**config.mk**
```make
export PLATFORM = sky130hd
export DESIGN_NAME = spae_ctrl
export DESIGN_NICKNAME = d
export VERILOG_FILES = /design/src/rtl/spae_pkg.sv /design/src/rtl/spae_ctrl.sv
export SDC_FILE = /design/constraint.sdc
export NUM_CORES = 1
export LEC_CHECK = 0
export BUFFER_PORTS_ARGS = -buffer_cell sky130_fd_sc_hd__buf_2
export CAP_MARGIN = 5
export CORE_AREA = 2 2 39 41
export DETAILED_ROUTE_END_ITERATION = 8
export DIE_AREA = 0 0 41 43
export GPL_TIMING_DRIVEN = 1
export PLACE_DENSITY = 0.71
export SYNTH_ARGS = -nofsm -noshare
export SYNTH_HDL_FRONTEND = slang
export SYNTH_SLANG_ARGS = --single-unit
```
**constraint.sdc**
```tcl
create_clock -name clk -period 1.84 [get_ports clk]
set_input_delay 0.276 -clock clk [delete_from_list [all_inputs] [get_ports clk]]
set_output_delay 0.276 -clock clk [all_outputs]
set_load 0.005 [all_outputs]
```
**src/rtl/spae_pkg.sv**
```systemverilog
// ----------------------------------------------------------------------------
// spae_pkg
// Shared types and constants for the slot pool with age eviction.
// ----------------------------------------------------------------------------
package spae_pkg;

  localparam int DefPoolSlots = 256;

  localparam logic [19:0] LifeTimeReset = 20'd10000;
  localparam logic [19:0] FadeTimeReset = 20'd1000;
  localparam logic [7:0]  FadeFull      = 8'd255;

  // Result status codes.
  localparam logic [1:0] ST_OK         = 2'd0;
  localparam logic [1:0] ST_NOT_ACTIVE = 2'd1;
  localparam logic [1:0] ST_DISABLED   = 2'd2;
  localparam logic [1:0] ST_EMPTY      = 2'd3;

  // Configuration register indexes.
  localparam logic [1:0] REG_ENABLE = 2'd0;
  localparam logic [1:0] REG_LIFE   = 2'd1;
  localparam logic [1:0] REG_FADE   = 2'd2;

  typedef enum logic [1:0] {
    CMD_ALLOC = 2'd0,
    CMD_FREE  = 2'd1,
    CMD_SWEEP = 2'd2,
    CMD_RSVD  = 2'd3
  } cmd_code_t;

  typedef enum logic [3:0] {
    S_INIT, S_IDLE, S_DECODE, S_EV_RD, S_EV_CHK, S_REL_RD, S_REL_LINK,
    S_REL_FREE, S_AL_RD, S_AL_LINK, S_AL_NEWER, S_SW_RD, S_SW_CHK, S_DIV,
    S_FINISH
  } state_t;

  typedef enum logic [3:0] {
    OP_NONE, OP_INIT, OP_CAPTURE, OP_DECODE, OP_EV_RD, OP_EV_CHK,
    OP_REL_LINK, OP_REL_FREE, OP_AL_RD, OP_AL_LINK, OP_AL_NEWER,
    OP_SW_CHK, OP_DIV, OP_LOAD
  } op_t;

  typedef struct packed {
    cmd_code_t cmd;
    logic      en;
    logic      free_ok;
    logic      oldest_ok;
    logic      idx_ok;
    logic      tgt_ok;
    logic      ev_match;
    logic      evicting;
    logic      sw_expired;
    logic      sw_ramp;
    logic      div_done;
    logic      init_done;
    logic      out_free;
  } dp_status_t;

endpackage

```
**src/rtl/spae_ctrl.sv**
```systemverilog
// ----------------------------------------------------------------------------
// spae_ctrl
// Sequencer that steps the datapath through each transaction.
// ----------------------------------------------------------------------------
module spae_ctrl (
  input  logic                clk,
  input  logic                rst,
  input  logic                in_valid,
  output logic                in_ready,
  input  spae_pkg::dp_status_t st,
  output spae_pkg::op_t       op
);
  import spae_pkg::*;

  state_t state, state_next;

  always_ff @(posedge clk) begin
    if (rst) begin
      state <= S_INIT;
    end else begin
      state <= state_next;
    end
  end

  always_comb begin
    state_next = state;
    unique case (state)
      S_INIT:     if (st.init_done) state_next = S_IDLE;
      S_IDLE:     if (in_valid) state_next = S_DECODE;
      S_DECODE: begin
        unique case (st.cmd)
          CMD_ALLOC: begin
            if (!st.en) state_next = S_FINISH;
            else if (st.free_ok) state_next = S_AL_RD;
            else if (st.oldest_ok) state_next = S_EV_RD;
            else state_next = S_FINISH;
          end
          CMD_FREE:  state_next = st.idx_ok ? S_REL_RD : S_FINISH;
          CMD_SWEEP: state_next = (st.en && st.tgt_ok) ? S_SW_RD : S_FINISH;
          default:   state_next = S_FINISH;
        endcase
      end
      S_EV_RD:    state_next = st.oldest_ok ? S_EV_CHK : S_AL_RD;
      S_EV_CHK:   state_next = st.ev_match ? S_REL_LINK : S_AL_RD;
      S_REL_RD:   state_next = S_REL_LINK;
      S_REL_LINK: state_next = S_REL_FREE;
      S_REL_FREE: state_next = st.evicting ? S_EV_RD : S_FINISH;
      S_AL_RD:    state_next = S_AL_LINK;
      S_AL_LINK:  state_next = S_AL_NEWER;
      S_AL_NEWER: state_next = S_FINISH;
      S_SW_RD:    state_next = S_SW_CHK;
      S_SW_CHK: begin
        if (st.sw_expired) state_next = S_REL_LINK;
        else if (st.sw_ramp) state_next = S_DIV;
        else state_next = S_FINISH;
      end
      S_DIV:      if (st.div_done) state_next = S_FINISH;
      S_FINISH:   if (st.out_free) state_next = S_IDLE;
      default:    state_next = S_INIT;
    endcase
  end

  always_comb begin
    op       = OP_NONE;
    in_ready = 1'b0;
    unique case (state)
      S_INIT:     op = OP_INIT;
      S_IDLE: begin
        in_ready = 1'b1;
        op       = in_valid ? OP_CAPTURE : OP_NONE;
      end
      S_DECODE:   op = OP_DECODE;
      S_EV_RD:    op = OP_EV_RD;
      S_EV_CHK:   op = OP_EV_CHK;
      S_REL_RD:   op = OP_NONE;
      S_REL_LINK: op = OP_REL_LINK;
      S_REL_FREE: op = OP_REL_FREE;
      S_AL_RD:    op = OP_AL_RD;
      S_AL_LINK:  op = OP_AL_LINK;
      S_AL_NEWER: op = OP_AL_NEWER;
      S_SW_RD:    op = OP_NONE;
      S_SW_CHK:   op = OP_SW_CHK;
      S_DIV:      op = OP_DIV;
      S_FINISH:   op = OP_LOAD;
      default:    op = OP_NONE;
    endcase
  end

endmodule

```
Word level (Yosys, flattened, before mapping)
Cells that the tools add are included.

cells by class
  shift-type cells = 0
  add/subtract/negate cells = 0
  bitwise gates (word level) = 0
  multipliers = 0
  divide/modulo/power cells = 0
  $lt $le $gt $ge = 0
  reductions and logical operators = 4
  muxes and demuxes = 19
  equality and inequality tests = 20

operators with widths
  kind                  number
  $pmux W4 S15          1
  $pmux W4 S13          1
  $mux W4               12
  $eq A4 B4 Y1 const B  7
  $eq A4 B3 Y1 const B  4
  $pmux W4 S3           1
  $eq A4 B2 Y1 const B  2
  $ne A2 B2 Y1 const B  4
  $eq A4 B1 Y1 const B  1
  $logic_not A4 Y1      1
  $mux W2               2
  $reduce_and A4 Y1     1
  $mux W3               1
  $eq A2 B1 Y1 const B  1
  $eq A2 B2 Y1 const B  1
  $logic_not A2 Y1      1
  $logic_and A1 B1 Y1   1
  $mux W1               1

storage, ports and cells
  bits in latches = 0
  RAM bits = 0
  bits in registers = 4
  memories = 0
  output and inout bits = 5
  ROM bits = 0

Depth between registers and ports, before layout
  depth in word-level cells = 5
  gate-level depth with buffers = 6
  mapped depth without buffers = 5

Worst setup path before layout
Ideal clock, no wire load.

  kind = register -> register
  start point = register state[2]
  end point = register state[3]
  slack = 0.399 ns
  required time = 1.756 ns
  arrival = 1.356 ns
  stages on the path, launching flop included = 7
  path buffers = 1
  cell sequence = dfxtp_1 buf_6 or4_4 a21oi_2 or3_4 nor3_2 o31ai_2

between the ends
  longest elaborated chain between the ends = 3

RTL lines
  what                                        line             RTL
  from (decl)                                 spae_ctrl.sv:15  state_t state, state_next;
  from (signal assigned)                      spae_ctrl.sv:21  state <= state_next;
  $eq A4 B4 Y1, or another cell as far along  spae_ctrl.sv:27  unique case (state)
  $ne A2 B2 Y1 (no source line)               n/a
  $reduce_and A4 Y1 (no source line)          n/a

Several ways; a longest one is shown, not always the timed one.
A chain may end at the register's enable or synchronous reset.

Worst setup path in the final report
  start point = register state[1]
  end point = output op[1]

between the ends
  longest elaborated chain between the ends = 2

RTL lines
  what                                        line             RTL
  $eq A4 B4 Y1, or another cell as far along  spae_ctrl.sv:66  unique case (state)
  $pmux W4 S13 *                              spae_ctrl.sv:66
  to (decl)                                   spae_ctrl.sv:11  output spae_pkg::op_t op

Every way passes the cells marked *; elsewhere a longest branch is shown, timed or not.

==> impl_metrics.env <==
export IMPL_die_h_um=43
export IMPL_vias=721
export IMPL_top_register="state"
export IMPL_r2r_start="state[1]"
export IMPL_num_io_pins=22
export IMPL_synth_async_reset_ratio_pct=0
export IMPL_tns_ns=0
export IMPL_avgSynthCellArea_um2=7.01
export IMPL_synth_fa_ha_area_share_pct=0
export IMPL_top_regs="state: 4 flops"
export IMPL_grt_pass1_vias=620
export IMPL_yosys_warnings=0
export IMPL_fin_ws_ns=0.0994
export IMPL_root_buffer="clkbuf_4"
export IMPL_hold_path_startpoint="rst"
export IMPL_finalSetupViolCount=0
export IMPL_dp_cells=122
export IMPL_drt_pass1_iter_count=4
export IMPL_synth_simple_area_share_pct=36.3
export IMPL_coreArea_um2=1380
export IMPL_ff2ff_setup_slack_ns=0.29
export IMPL_drive_gt1_share_pct=33.9
export IMPL_critical_path_endpoint="op[1]"
export IMPL_cts_sinks=4
export IMPL_cts_hold_buf=0
export IMPL_die_area_um2=1760
export IMPL_grt_pass1_wl_um=2400
export IMPL_cts_path_max_buffers=2
export IMPL_grt_max_degree=23
export IMPL_wl_per_cell_um=12.0
export IMPL_cts_tree="yes"
export IMPL_antenna_cells=0
export IMPL_whs_ns=0.290
export IMPL_dp_slack_ns=0.156
export IMPL_grt_usage_pct=19.2
export IMPL_cts_setup_buffers=0
export IMPL_multi_input_area_um2=473
export IMPL_cp_arrival_ns=1.46
export IMPL_final_nets=128
export IMPL_overflow=0
export IMPL_layoutNonFillerInstCount=125
export IMPL_clk_pin_slew_worst_paths_ns=0.04
export IMPL_synth_seq_area_share_pct=13.0
export IMPL_dpl_hpwl_um=1140
export IMPL_initial_core_util_pct=44.6
export IMPL_start_kind="flip-flop"
export IMPL_crit_required_ns=1.56
export IMPL_final_max_slew_viol_count=0
export IMPL_place_congestion=0.827
export IMPL_synth_compound_area_share_pct=37.3
export IMPL_synth_top_family_by_area="compound AO/OA/AOI/OAI gates"
export IMPL_cts_buffers=3
export IMPL_hold_class="input port to flip-flop"
export IMPL_hold_violations=0
export IMPL_reg2reg_depth=5
export IMPL_largest_register_ffs=4
export IMPL_synth_edf_count=0
export IMPL_rows=14
export IMPL_drc_errors=0
export IMPL_die_width_um=41
export IMPL_r2r_end="state[3]"
export IMPL_irDropWorstVdd_v=0.000548
export IMPL_period_needed_ns=1.74
export IMPL_register_area_um2=82.6
export IMPL_drt_iter0_drc=14
export IMPL_p_leak_nw=0.336
export IMPL_critPathMaxFanout=15
export IMPL_io_buffers=21
export IMPL_ant_nets=0
export IMPL_tightest_slew_ns=0.353
export IMPL_cp_end_kind="output port"
export IMPL_antenna_found_initial=0
export IMPL_rsz0062_at_grt="no"
export IMPL_ys_seq_elements=4
export IMPL_fillerInstances=141
export IMPL_syn_instance_count=88
export IMPL_yosys_area_share_xor_xnor_pct=1.42
export IMPL_syn_area_um2=617
export IMPL_syn_nets=105
export IMPL_layout_area_overhead_vs_synth_pct=23.1
export IMPL_worstSetupPathType="flip-flop to output port"
export IMPL_skew_ns=0.000576
export IMPL_routed_wl_um=1500
export IMPL_cap_violations=0
export IMPL_htree_levels=1
export IMPL_outcome="finished clean"
export IMPL_slew_headroom_pct=76.2
export IMPL_cp_startpoint="state[1]"
export IMPL_viasPerCell=5.77
export IMPL_synth_flop_cell="dfxtp_1"
export IMPL_clock_latency_ns=0.23
export IMPL_power_density_nw_per_um2=1060
export IMPL_synthMuxAreaShare_pct=1.62
export IMPL_fin_crit_sh_pct=94.6
export IMPL_yosysUniqueCellTypes=44
export IMPL_fmax_ghz=0.575
## synth_stat cells, types with 2 or more instances
library cell	instances	area share [%]
o211a_1	2	3.2
a211oi_1	3	3.7
nand2_1	8	4.9
inv_1	7	4.3
nor3_1	2	1.6
clkbuf_1	3	1.8
buf_2	3	2.4
nand3_1	2	1.6
nor2b_1	2	2.0
nand3b_1	3	3.7
a21oi_1	2	1.6
nor2_1	4	2.4
nand4b_1	2	2.8
dfxtp_1	4	13
o22ai_1	2	2.0
o21ai_0	10	8.1
a21boi_0	2	2.4
## how the worst min path moves through the flow
stage                          end  slack, ns  cells past startpoint
after global routing      state[3]       0.29                      2
after CTS                 state[3]       0.28                      2
after floorplan           state[3]       0.37                      1
after global placement    state[3]       0.52                      2
after detailed placement  state[3]       0.53                      2
final                     state[3]       0.29                      2
## cell usage in the layout (no fill, tap or decap), types with 3 or more instances in the layout
| cell type | Yosys | routed |
|---|---|---|
| buf_2 | 3 | 21 |
| o21ai_0 | 10 | 10 |
| nand2_1 | 8 | 8 |
| inv_1 | 7 | 7 |
| nor2_1 | 4 | 4 |
| buf_4 | 0 | 4 |
| nand3b_1 | 3 | 3 |
| a211oi_1 | 3 | 3 |
| clkbuf_4 | 0 | 3 |
## layer usage
layer,track usage [%],vias up,wire length (um),part of all wire (%)
li1,-,374,-,-
met1,26.4,318,688,46
met2,28.7,27,704,47
met3,4.71,2,93,6.2
met4,5.33,0,16,1.1
met5,0,-,0,0
## worst max-delay path, cell delays in order, from the launching register on
cell and delay [ns]:
dfxtp_2 0.38, inv_1 0.20, nand2_1 0.12, o31a_1 0.26, o22ai_1 0.14, buf_2 0.13
## where the power goes
group	total, mW	leakage (nW)	switching, mW	internal [mW]
combinational	0.531	0.288	0.283	0.248
clock	0.107	0.0138	0.0340	0.0728
sequential	0.169	0.0334	0.0521	0.117
total	0.807	0.336	0.370	0.437
## per-stage QoR
step	power, mW	util (%)	instance area (um2)
final	0.807	54.9	759
after global routing	0.882	54.9	759
after CTS	0.807	54.8	758
after detailed placement	0.693	53.1	734
after global placement	0.684	53.1	734
after floorplan	0.546	-	617
## kinds of logic (layout without fill, tap and decap cells)
logic type,after synthesis,in the layout
and+or+nand+nor,35,35
AOI/OAI and AO/OA,33,33
buffers and inverters,14,35
DFF,4,4
xor gates and xnor gates,1,1
muxes,1,1
## final cells by class
cell class	instances	area share, %
Multi-Input combinational cell	70	62.3
Timing Repair Buffer	25	17.8
Sequential cell	4	10.9
Inverter	7	3.46
Clock buffer	3	2.97
Tap cell	16	2.64
## repair_timing
action / 4_1_cts / 5_1_grt
setup endpoints to repair: 1 / 3
gates resized for setup: 1 / 1
endpoints found under the hold margin: 0 / 0
Power figures use the tool's default switching activity.
